File: config.mk
export PLATFORM = sky130hd
export DESIGN_NAME = cascaded_pi_wheel_controller_top
export DESIGN_NICKNAME = d
export VERILOG_FILES = /design/src/cpwc_pkg.sv /design/src/cpwc_mul.sv /design/src/cascaded_pi_wheel_controller_top.sv
export SDC_FILE = /design/constraint.sdc
export NUM_CORES = 2
export LEC_CHECK = 0
export BUFFER_PORTS_ARGS = -buffer_cell sky130_fd_sc_hd__buf_2
export CORE_MARGIN = 2
export CORE_UTILIZATION = 60
export CTS_BUF_LIST = sky130_fd_sc_hd__clkbuf_4 sky130_fd_sc_hd__clkbuf_8
export DETAILED_ROUTE_END_ITERATION = 16
export GPL_ROUTABILITY_DRIVEN = 0
export PLACE_DENSITY = 0.77
export SKIP_LAST_GASP = 1
export SLEW_MARGIN = 20
export SYNTH_ARGS = -nofsm -noshare
export SYNTH_HDL_FRONTEND = slang
export SYNTH_HIERARCHICAL = 1
export SYNTH_SLANG_ARGS = --single-unit
File: constraint.sdc
create_clock -name clk -period 15.8 [get_ports clk]
set_input_delay 0.79 -clock clk [delete_from_list [all_inputs] [get_ports clk]]
set_output_delay 0.79 -clock clk [all_outputs]
set_load 0.1 [all_outputs]
File: src/cpwc_pkg.sv
`timescale 1ns / 1ps

package cpwc_pkg;

    localparam int CFG_INDEX_BITS = 3;
    localparam int CFG_DATA_BITS  = 32;

    localparam logic [CFG_INDEX_BITS-1:0] CFG_POSITION_GAIN          = 3'd0;
    localparam logic [CFG_INDEX_BITS-1:0] CFG_POSITION_INTEGRAL_GAIN = 3'd1;
    localparam logic [CFG_INDEX_BITS-1:0] CFG_VELOCITY_GAIN          = 3'd2;
    localparam logic [CFG_INDEX_BITS-1:0] CFG_WINDUP_LIMIT           = 3'd3;
    localparam logic [CFG_INDEX_BITS-1:0] CFG_DRIVE_CAP              = 3'd4;
    localparam logic [CFG_INDEX_BITS-1:0] CFG_TICK_SECONDS           = 3'd5;

    localparam int TUSER_OUTER_ENABLE  = 0;
    localparam int TUSER_VELOCITY_LOAD = 1;

    typedef struct packed {
        logic               en;
        logic signed [31:0] a;
        logic signed [31:0] b;
    } mul_req_t;

    function automatic logic signed [31:0] sat32(input logic signed [63:0] x);
        logic signed [63:0] max_v;
        logic signed [63:0] min_v;
        max_v = 64'sd2147483647;
        min_v = -64'sd2147483648;
        if (x > max_v)
            return 32'sh7fff_ffff;
        else if (x < min_v)
            return 32'sh8000_0000;
        else
            return x[31:0];
    endfunction

endpackage

File: src/cpwc_mul.sv
`timescale 1ns / 1ps

module cpwc_mul (
    input  logic                 clk,
    input  cpwc_pkg::mul_req_t   req,
    output logic signed [63:0]   product
);
    import cpwc_pkg::*;

    always_ff @(posedge clk)
    begin
        if (req.en)
        begin
            product <= 64'(req.a) * 64'(req.b);
        end
    end

endmodule

File: src/cascaded_pi_wheel_controller_top.sv
`timescale 1ns / 1ps
// An accepted word passes S_PERR, then S_MUL_I, S_INTEG, S_MUL_P, S_MUL_K and S_SETP
// when the position loop is on, then S_VERR, S_MUL_V, S_ACC and S_OUT; one 32x32
// multiplier is reused for every product in sequence. s_tready is low while a word is
// in work, and a finished result waits in the output register.
// Reset: asynchronous, active low; gains, limits and state clear to zero, drive_cap to 255.

module cascaded_pi_wheel_controller_top #(
    parameter int FRACTION_BITS = 16
) (
    input  logic         clk,
    input  logic         rst_n,
    // configuration write port
    input  logic         cfg_we,
    input  logic [cpwc_pkg::CFG_INDEX_BITS-1:0] cfg_index,
    input  logic [cpwc_pkg::CFG_DATA_BITS-1:0]  cfg_data,
    // input stream
    input  logic         s_tvalid,
    output logic         s_tready,
    // [31:0] target_position, [63:32] sensed_position,
    // [95:64] sensed_velocity, [127:96] commanded_velocity
    input  logic [127:0] s_tdata,
    // [0] outer_enable, [1] velocity_load
    input  logic [1:0]   s_tuser,
    // output stream
    output logic         m_tvalid,
    input  logic         m_tready,
    // [15:0] drive_value, [47:16] velocity_setpoint
    output logic [47:0]  m_tdata
);
    import cpwc_pkg::*;

    typedef enum logic [10:0] {
        S_IDLE  = 11'b00000000001,
        S_PERR  = 11'b00000000010,
        S_MUL_I = 11'b00000000100,
        S_INTEG = 11'b00000001000,
        S_MUL_P = 11'b00000010000,
        S_MUL_K = 11'b00000100000,
        S_SETP  = 11'b00001000000,
        S_VERR  = 11'b00010000000,
        S_MUL_V = 11'b00100000000,
        S_ACC   = 11'b01000000000,
        S_OUT   = 11'b10000000000
    } state_t;

    localparam logic signed [32:0] TRUNC_BIAS = 33'((64'd1 << FRACTION_BITS) - 64'd1);

    state_t state_reg, state_next;

    logic signed [31:0] position_gain_reg;
    logic signed [31:0] position_integral_gain_reg;
    logic signed [31:0] velocity_gain_reg;
    logic        [30:0] windup_limit_reg;
    logic signed [15:0] drive_cap_reg;
    logic        [30:0] tick_seconds_reg;

    logic signed [31:0] position_integral_reg;
    logic signed [31:0] drive_accumulator_reg;
    logic signed [31:0] held_velocity_setpoint_reg;

    logic signed [31:0] target_reg;
    logic signed [31:0] sensed_position_reg;
    logic signed [31:0] sensed_velocity_reg;
    logic               outer_enable_reg;
    logic signed [31:0] error_reg;
    logic signed [63:0] partial_reg;

    logic               out_valid_reg;
    logic signed [15:0] out_drive_reg;
    logic signed [31:0] out_setpoint_reg;

    mul_req_t           mul_req;
    logic signed [63:0] product;
    logic signed [63:0] product_shifted;

    logic               s_accept;
    logic               out_free;
    logic signed [32:0] integral_wide;
    logic signed [32:0] limit_wide;
    logic               integrate_ok;
    logic signed [63:0] drive_sum;
    logic signed [63:0] cap_q;
    logic signed [32:0] drive_trunc;
    logic signed [15:0] drive_sat;

    cpwc_mul u_mul (
        .clk     (clk),
        .req     (mul_req),
        .product (product)
    );

    assign s_tready        = (state_reg == S_IDLE);
    assign s_accept        = s_tvalid && s_tready;
    assign out_free        = !out_valid_reg || m_tready;
    assign m_tvalid        = out_valid_reg;
    assign m_tdata         = {out_setpoint_reg, out_drive_reg};
    assign product_shifted = product >>> FRACTION_BITS;

    assign integral_wide = 33'(position_integral_reg);
    assign limit_wide    = $signed({2'b00, windup_limit_reg});
    assign integrate_ok  = (integral_wide <= limit_wide) && (integral_wide >= -limit_wide);

    assign drive_sum = 64'(drive_accumulator_reg) + product_shifted;
    assign cap_q     = 64'(drive_cap_reg) <<< FRACTION_BITS;

    // truncate toward zero: bias negative values before the arithmetic shift
    always_comb
    begin
        if (drive_accumulator_reg < 0)
            drive_trunc = (33'(drive_accumulator_reg) + TRUNC_BIAS) >>> FRACTION_BITS;
        else
            drive_trunc = 33'(drive_accumulator_reg) >>> FRACTION_BITS;
        if (drive_trunc > 33'sd32767)
            drive_sat = 16'sh7fff;
        else if (drive_trunc < -33'sd32768)
            drive_sat = 16'sh8000;
        else
            drive_sat = drive_trunc[15:0];
    end

    always_comb
    begin
        mul_req = '0;
        unique case (state_reg)
            S_MUL_I:
            begin
                mul_req.en = 1'b1;
                mul_req.a  = error_reg;
                mul_req.b  = $signed({1'b0, tick_seconds_reg});
            end
            S_MUL_P:
            begin
                mul_req.en = 1'b1;
                mul_req.a  = position_gain_reg;
                mul_req.b  = error_reg;
            end
            S_MUL_K:
            begin
                mul_req.en = 1'b1;
                mul_req.a  = position_integral_gain_reg;
                mul_req.b  = position_integral_reg;
            end
            S_MUL_V:
            begin
                mul_req.en = 1'b1;
                mul_req.a  = velocity_gain_reg;
                mul_req.b  = error_reg;
            end
            default:
            begin
                mul_req = '0;
            end
        endcase
    end

    always_comb
    begin
        state_next = state_reg;
        unique case (state_reg)
            S_IDLE:  if (s_accept) state_next = S_PERR;
            S_PERR:  state_next = outer_enable_reg ? S_MUL_I : S_VERR;
            S_MUL_I: state_next = S_INTEG;
            S_INTEG: state_next = S_MUL_P;
            S_MUL_P: state_next = S_MUL_K;
            S_MUL_K: state_next = S_SETP;
            S_SETP:  state_next = S_VERR;
            S_VERR:  state_next = S_MUL_V;
            S_MUL_V: state_next = S_ACC;
            S_ACC:   state_next = S_OUT;
            S_OUT:   if (out_free) state_next = S_IDLE;
            default: state_next = S_IDLE;
        endcase
    end

    always_ff @(posedge clk or negedge rst_n)
    begin
        if (!rst_n)
        begin
            state_reg                  <= S_IDLE;
            out_valid_reg              <= 1'b0;
            position_gain_reg          <= '0;
            position_integral_gain_reg <= '0;
            velocity_gain_reg          <= '0;
            windup_limit_reg           <= '0;
            drive_cap_reg              <= 16'sd255;
            tick_seconds_reg           <= '0;
            position_integral_reg      <= '0;
            drive_accumulator_reg      <= '0;
            held_velocity_setpoint_reg <= '0;
        end
        else
        begin
            state_reg <= state_next;

            if (cfg_we)
            begin
                unique case (cfg_index)
                    CFG_POSITION_GAIN:          position_gain_reg <= cfg_data;
                    CFG_POSITION_INTEGRAL_GAIN: position_integral_gain_reg <= cfg_data;
                    CFG_VELOCITY_GAIN:          velocity_gain_reg <= cfg_data;
                    CFG_WINDUP_LIMIT:           windup_limit_reg <= cfg_data[30:0];
                    CFG_DRIVE_CAP:              drive_cap_reg <= cfg_data[15:0];
                    CFG_TICK_SECONDS:           tick_seconds_reg <= cfg_data[30:0];
                    default:                    ;
                endcase
            end

            // load the commanded velocity as the word is taken
            if (s_accept && s_tuser[TUSER_VELOCITY_LOAD])
                held_velocity_setpoint_reg <= s_tdata[127:96];

            if (state_reg == S_INTEG && integrate_ok)
                position_integral_reg <= sat32(64'(position_integral_reg) + product_shifted);

            if (state_reg == S_SETP)
                held_velocity_setpoint_reg <= sat32(partial_reg + product_shifted);

            if (state_reg == S_ACC)
            begin
                if (drive_sum < cap_q)
                    drive_accumulator_reg <= sat32(drive_sum);
                else
                    drive_accumulator_reg <= sat32(cap_q);
            end

            if (state_reg == S_OUT && out_free)
                out_valid_reg <= 1'b1;
            else if (m_tready)
                out_valid_reg <= 1'b0;
        end
    end

    always_ff @(posedge clk)
    begin
        if (s_accept)
        begin
            target_reg          <= s_tdata[31:0];
            sensed_position_reg <= s_tdata[63:32];
            sensed_velocity_reg <= s_tdata[95:64];
            outer_enable_reg    <= s_tuser[TUSER_OUTER_ENABLE];
        end
        if (state_reg == S_PERR)
            error_reg <= sat32(64'(target_reg) - 64'(sensed_position_reg));
        if (state_reg == S_VERR)
            error_reg <= sat32(64'(held_velocity_setpoint_reg) - 64'(sensed_velocity_reg));
        // hold the proportional term while the integral product is formed
        if (state_reg == S_MUL_K)
            partial_reg <= product_shifted;
        if (state_reg == S_OUT && out_free)
        begin
            out_drive_reg    <= drive_sat;
            out_setpoint_reg <= held_velocity_setpoint_reg;
        end
    end

endmodule

; After elaboration in Yosys (flattened, before gate mapping)
; Cells that the tools add are included.
[totals]
ff_bits = 571
output_inout_bits = 50
elab_cells = 108
[op_classes]
n_addsub = 7
mul = 1
order_cmp = 18
eq_ne = 18
n_mux = 26
reduce_logical = 18
[ops]
columns = cell, count
row1 = 32-bit 2-to-1 mux, 17
row2 = 65-bit one-hot mux with 4 select lines, 1
row3 = 49-bit by 32-bit greater-than comparator with 1-bit output (second input constant), 3
row4 = 49-bit by 32-bit less-than comparator with 1-bit output (second input constant), 3
row5 = 11-bit one-hot mux with 11 select lines, 1
row6 = 32-bit by 48-bit adder with 49-bit output, 2
row7 = 33-bit by 32-bit greater-than comparator with 1-bit output (second input constant), 2
row8 = 33-bit by 32-bit less-than comparator with 1-bit output (second input constant), 2
row9 = 32-bit by 32-bit subtractor with 33-bit output, 2
row10 = 32-bit by 32-bit multiplier with 64-bit output, 1
row11 = 48-bit by 48-bit adder with 49-bit output, 1
row12 = 49-bit by 32-bit less-than comparator with 1-bit output, 1
row13 = 32-bit by 17-bit adder with 33-bit output (second input constant), 1
row14 = 32-bit by 33-bit greater-or-equal comparator with 1-bit output, 1
row15 = 33-bit by 16-bit greater-than comparator with 1-bit output (second input constant), 1
row16 = 33-bit by 16-bit less-than comparator with 1-bit output (second input constant), 1
row17 = 33-bit 2-to-1 mux, 1
row18 = 31-bit negation with 33-bit output, 1
row19 = 32-bit greater-than comparator (second input constant), 1
row20 = 32-bit <= comparator, 1
row21 = 32-bit by 1-bit less-than comparator with 1-bit output (second input constant), 1
row22 = 32-bit less-than comparator (second input constant), 1
row23 = 11-bit 2-to-1 mux, 2
row24 = 16-bit 2-to-1 mux, 1
row25 = other kinds (24), 39

; Longest topological paths before layout
[depth]
ltp_word = 6
mapped_depth = 39
depth_no_buf = 35

; Hierarchy
; The synthesis kept the hierarchy.
[by_module_without_submodules]
columns = mod, instances, cells_each, area_per_inst_um2
row1 = cpwc_mul, 1, 3903, 37921.4
row2 = cascaded_pi_wheel_controller_top, 1, 3638, 34803.4

; Worst setup path before layout
; Ideal clock, no wire load.
[synth_timing]
path_type = register to register
from = register state_reg[7]
to = register u_mul.product[62] (data pin)
setup_ns = 0.260
t_arrival_ns = 10.790
t_required_ns = 15.540
setup_slack_ns = 4.749
path_stages_with_launch = 32
period_less_slack_ns = 11.051
cell_sequence = dfrtp_1 -> nor2_1 -> nand2_1 -> nor4_1 -> nand2_1 -> nor3b_1 -> clkbuf_1 -> clkbuf_1 -> a22oi_1 -> nand2_1 -> clkbuf_1 -> nand2_1 -> inv_1 -> fa_1 -> fa_1 -> fa_1 -> fa_1 -> fa_1 -> fa_1 -> fa_1 -> fa_1 -> ha_1 -> a21oi_1 -> o21a_1 -> o211ai_1 -> a2111oi_0 -> a21oi_1 -> a31oi_4 -> o21ai_2 -> o41a_1 -> a311oi_2 -> xnor2_1
[synth_lines]
columns = element, line_no
row1 = "start, declared", cascaded_pi_wheel_controller_top.sv:49  ; state_t state_reg, state_next;
row2 = "start signal, assigned", cascaded_pi_wheel_controller_top.sv:194  ; state_reg <= state_next;
row3 = "end signal, assigned", cpwc_mul.sv:14  ; product <= 64'(req.a) * 64'(req.b);
row4 = "end, declared", cpwc_mul.sv:6  ; output logic signed [63:0] product

==> results.md <==
- The run finished with clean final reports.
- The tree is rooted in a sky130_fd_sc_hd__clkbuf_8.
- The area growth from synthesis to layout is 6.38%.
- Cells with a size suffix above 1 make up about a tenth of the layout.
- The clock transition time at the flip-flop clock pins of the worst setup and hold paths is approximately 70 ps.
- For the pin with the worst max-slew slack, the measured transition is 1090 ps.
- The count of warnings emitted by yosys is 6.
- The relative contribution of sequential cells to total power is between 20 and 30%.
- For this design the total switching power over the nets is approximately 3.6 mW.
- The max-slew violation count is 0.
- Cells fill about 64% of the core in the end.
- The final layout contains roughly 9300 nets.
- Once detailed placement completed, the half-perimeter wirelength came to 162000 um.
- The power density over the cells is between 100 and 150 nW/um^2.
- The post-layout minimum cycle time is 11910 ps.
- The end of the critical path is u_mul/product[63].
- For this run, design rule violations remaining after detail routing come to 0.
- Synthesis produced a netlist whose cell count is about 7500.
- Counting cells, the worst reg-to-reg path comes to 33.
- The I/O pin count is 220.
- The post-CTS setup-driven buffer insertion count is 0.
- The floorplan has 127 rows.
- The analysis attributes to cell leakage a power of around 37 nW.
- The aggregate global routing overflow is 0.
- Input and output buffers added on the ports amount to 219.
- The die is ~350 um wide.
- The clock sink count is between 500 and 600.
- Static timing analysis puts the maximum clock frequency at ~84 MHz.
- The capture point of the worst reg-to-reg path is u_mul/product[63].
- The combined area of all synthesized cells is 72100 um^2.
- In this run, post-CTS hold repair placed 0 buffers.
- The worst setup path is captured at a register.
- The floorplan die area is between 100000 and 150000 um^2.
- In this run the critical register-to-register path is launched from state_reg[7].
- In this run the tightest slew margin relative to its limit is between 20 and 30%.
- The initial detailed-routing violation count is 6439.
- The clock network accounts for between 10% and 20% of the total power.
- Setup violations remaining at the end of the flow were counted as 0.
- Tracing the worst setup path back leads to its startpoint at state_reg[7].
- On the critical path, the stage with the largest delay is an instance of sky130_fd_sc_hd__fa_1.
- The peak supply drop is ~140 uV.
- The fraction of the cycle the final worst path needs is between 70% and 80%.
- The final hold violation count is 0.
- Across all setup checks in the final design, the least slack found is 3890 ps.
- STA classifies the critical path startpoint as a register.
- In this run the worst path has a maximum fanout of 34.
- The critical path required time is between 15000 and 20000 ps.
- The clock tree skew after final layout is roughly 66 ps.
- The type of the worst setup path is register to register.
- Adding up every negative setup slack in the final design gives 0 ps.
- The H-tree depth is 3.
- The number of global-route vias before repair is approximately 60000.
- STA puts the critical path data arrival time at ~12000 ps.
- The most common cell type on the critical path is sky130_fd_sc_hd__fa_1.
- TritonCTS built the clock tree.
- The combinational group share of total power is about 53%.
- The overall die height is 351 um.
- The final routed wirelength across all metal layers is approximately 210000 um.
- The number of nets in the synthesized netlist is slightly above 9000.
- The placement-stage worst setup slack is approximately 4000 ps.
- A synthesized cell averages 9.61 um^2.
- Once the floorplan was initialized, standard cells occupied 60.3% of the core.
- The overall fraction of global-route tracks in use is between 30% and 40%.
- In this run the standard cell core region covers between 100000 and 150000 um^2.
- The number of buffers created by CTS is 86.
- The min-delay analysis places its worst path in the category input pin to asynchronous set/reset pin.
- The initial antenna violation count was 26.
- The worst-case clock buffer depth is 3.
- The wire length of the first global-routing pass is about 330000 um.
- The first detailed-routing pass ran for 7 iterations.
- Of the total power, the share spent switching nets is between 40% and 50%.
- The detail route stage leaves a number of antenna-violating nets equal to 0.
- The number of fill cells in the layout is 9606.
- The largest net degree at the start of global routing is 97.
- After detailed routing, the average wire length per cell comes to ~23 um.
- The largest stage delay on the critical path is between 800 and 900 ps.
- Setup repair after global routing left no endpoint under its margin.
- Using the TritonRoute via totals, the vias-per-cell ratio works out to a little over 6.
- The number of max-cap violations is 0.
- The number of gates resized after CTS is 0.
- The later-pin clock latency in the skew report is roughly 760 ps.
- The worst reg-to-reg setup slack is ~4000 ps.
- Summing over every cut layer, the via total after detailed routing is between 50000 and 60000.
- The internal cell power is between 4 and 5 mW.
-- cells in the final DEF, fill, tap and decap left out, drive strengths merged, types with 36 or more instances in the layout --
cell type / n
a22oi: 82
buf: 302
xor2: 82
clkbuf: 128
nand4: 73
o211ai: 41
and3: 37
o21bai: 43
mux2: 161
nand2: 870
o21ai: 221
nand3: 91
and2: 542
nor3: 72
a21o: 139
ha: 488
nand2b: 42
xnor2: 187
a21oi: 447
o21a: 36
dfrtp: 273
edfxtp: 273
or3: 68
fa: 1087
nor2: 252
inv: 1152
-- power groups by stage --
| stage | sequential, mW | clock [mW] | combinational (mW) |
|---|---|---|---|
| after global placement | 2.28 | 0 | 3.86 |
| after global routing | 2.31 | 1.47 | 4.53 |
| after detailed placement | 2.29 | 0 | 3.97 |
| final | 2.30 | 1.39 | 4.11 |
| after CTS | 2.27 | 1.40 | 3.99 |
| after floorplan | 2.09 | 0 | 3.02 |
-- worst max-delay path: cells and delay by family, from the launching register on --
kind / cells / cell delay, ps
buffers and inverters: 7 / 2350
and+or+nand+nor: 10 / 2190
AOI/OAI and AO/OA: 7 / 2020
DFF: 1 / 410
adders and majority gates: 9 / 4620
-- metrics by stage --
stage / area [um^2] / cells / hold WS (ps) / total power [mW]
global route: 76700 / 9239 / 121 / 8.31
finish: 76700 / 9247 / 71.0 / 7.81
CTS: 76600 / 9225 / 74.6 / 7.66
global placement: 74600 / 9065 / 476 / 6.14
detailed placement: 74600 / 9066 / 480 / 6.26
floorplan: 72100 / 7502 / 431 / 5.11
-- metal layers --
| layer | wire (um) | track usage [%] | vias up |
|---|---|---|---|
| li1 | - | - | 24622 |
| met1 | 80900 | 46.7 | 28444 |
| met2 | 94400 | 53.9 | 3008 |
| met3 | 23600 | 8.50 | 581 |
| met4 | 11000 | 16.6 | 0 |
| met5 | 0 | 0 | - |
-- worst min path at each step --
stage                                        from                              to  slack [ps]  cells past startpoint
floorplan                        outer_enable_reg                    state_reg[7]         430                      1
global placement    held_velocity_setpoint_reg[0]             out_setpoint_reg[0]         480                      0
detailed placement  held_velocity_setpoint_reg[0]             out_setpoint_reg[0]         480                      0
CTS                                         rst_n  held_velocity_setpoint_reg[11]          70                      1
global route                                rst_n  held_velocity_setpoint_reg[11]         120                      1
finish                                      rst_n  held_velocity_setpoint_reg[11]          70                      1
-- area by class of cell --
class,instances,area (um^2),share of cell area [%]
diodes,20,50.0,0.0653
clock buffers,128,1590,2.07
clock inverters,31,382,0.498
inverters,1150,4320,5.63
multi-input cells,5449,51300,66.9
flip-flops and latches,555,15300,19.9
well taps,1612,2020,2.63
repair buffers,302,1770,2.30
Power figures use the tool's default switching activity.
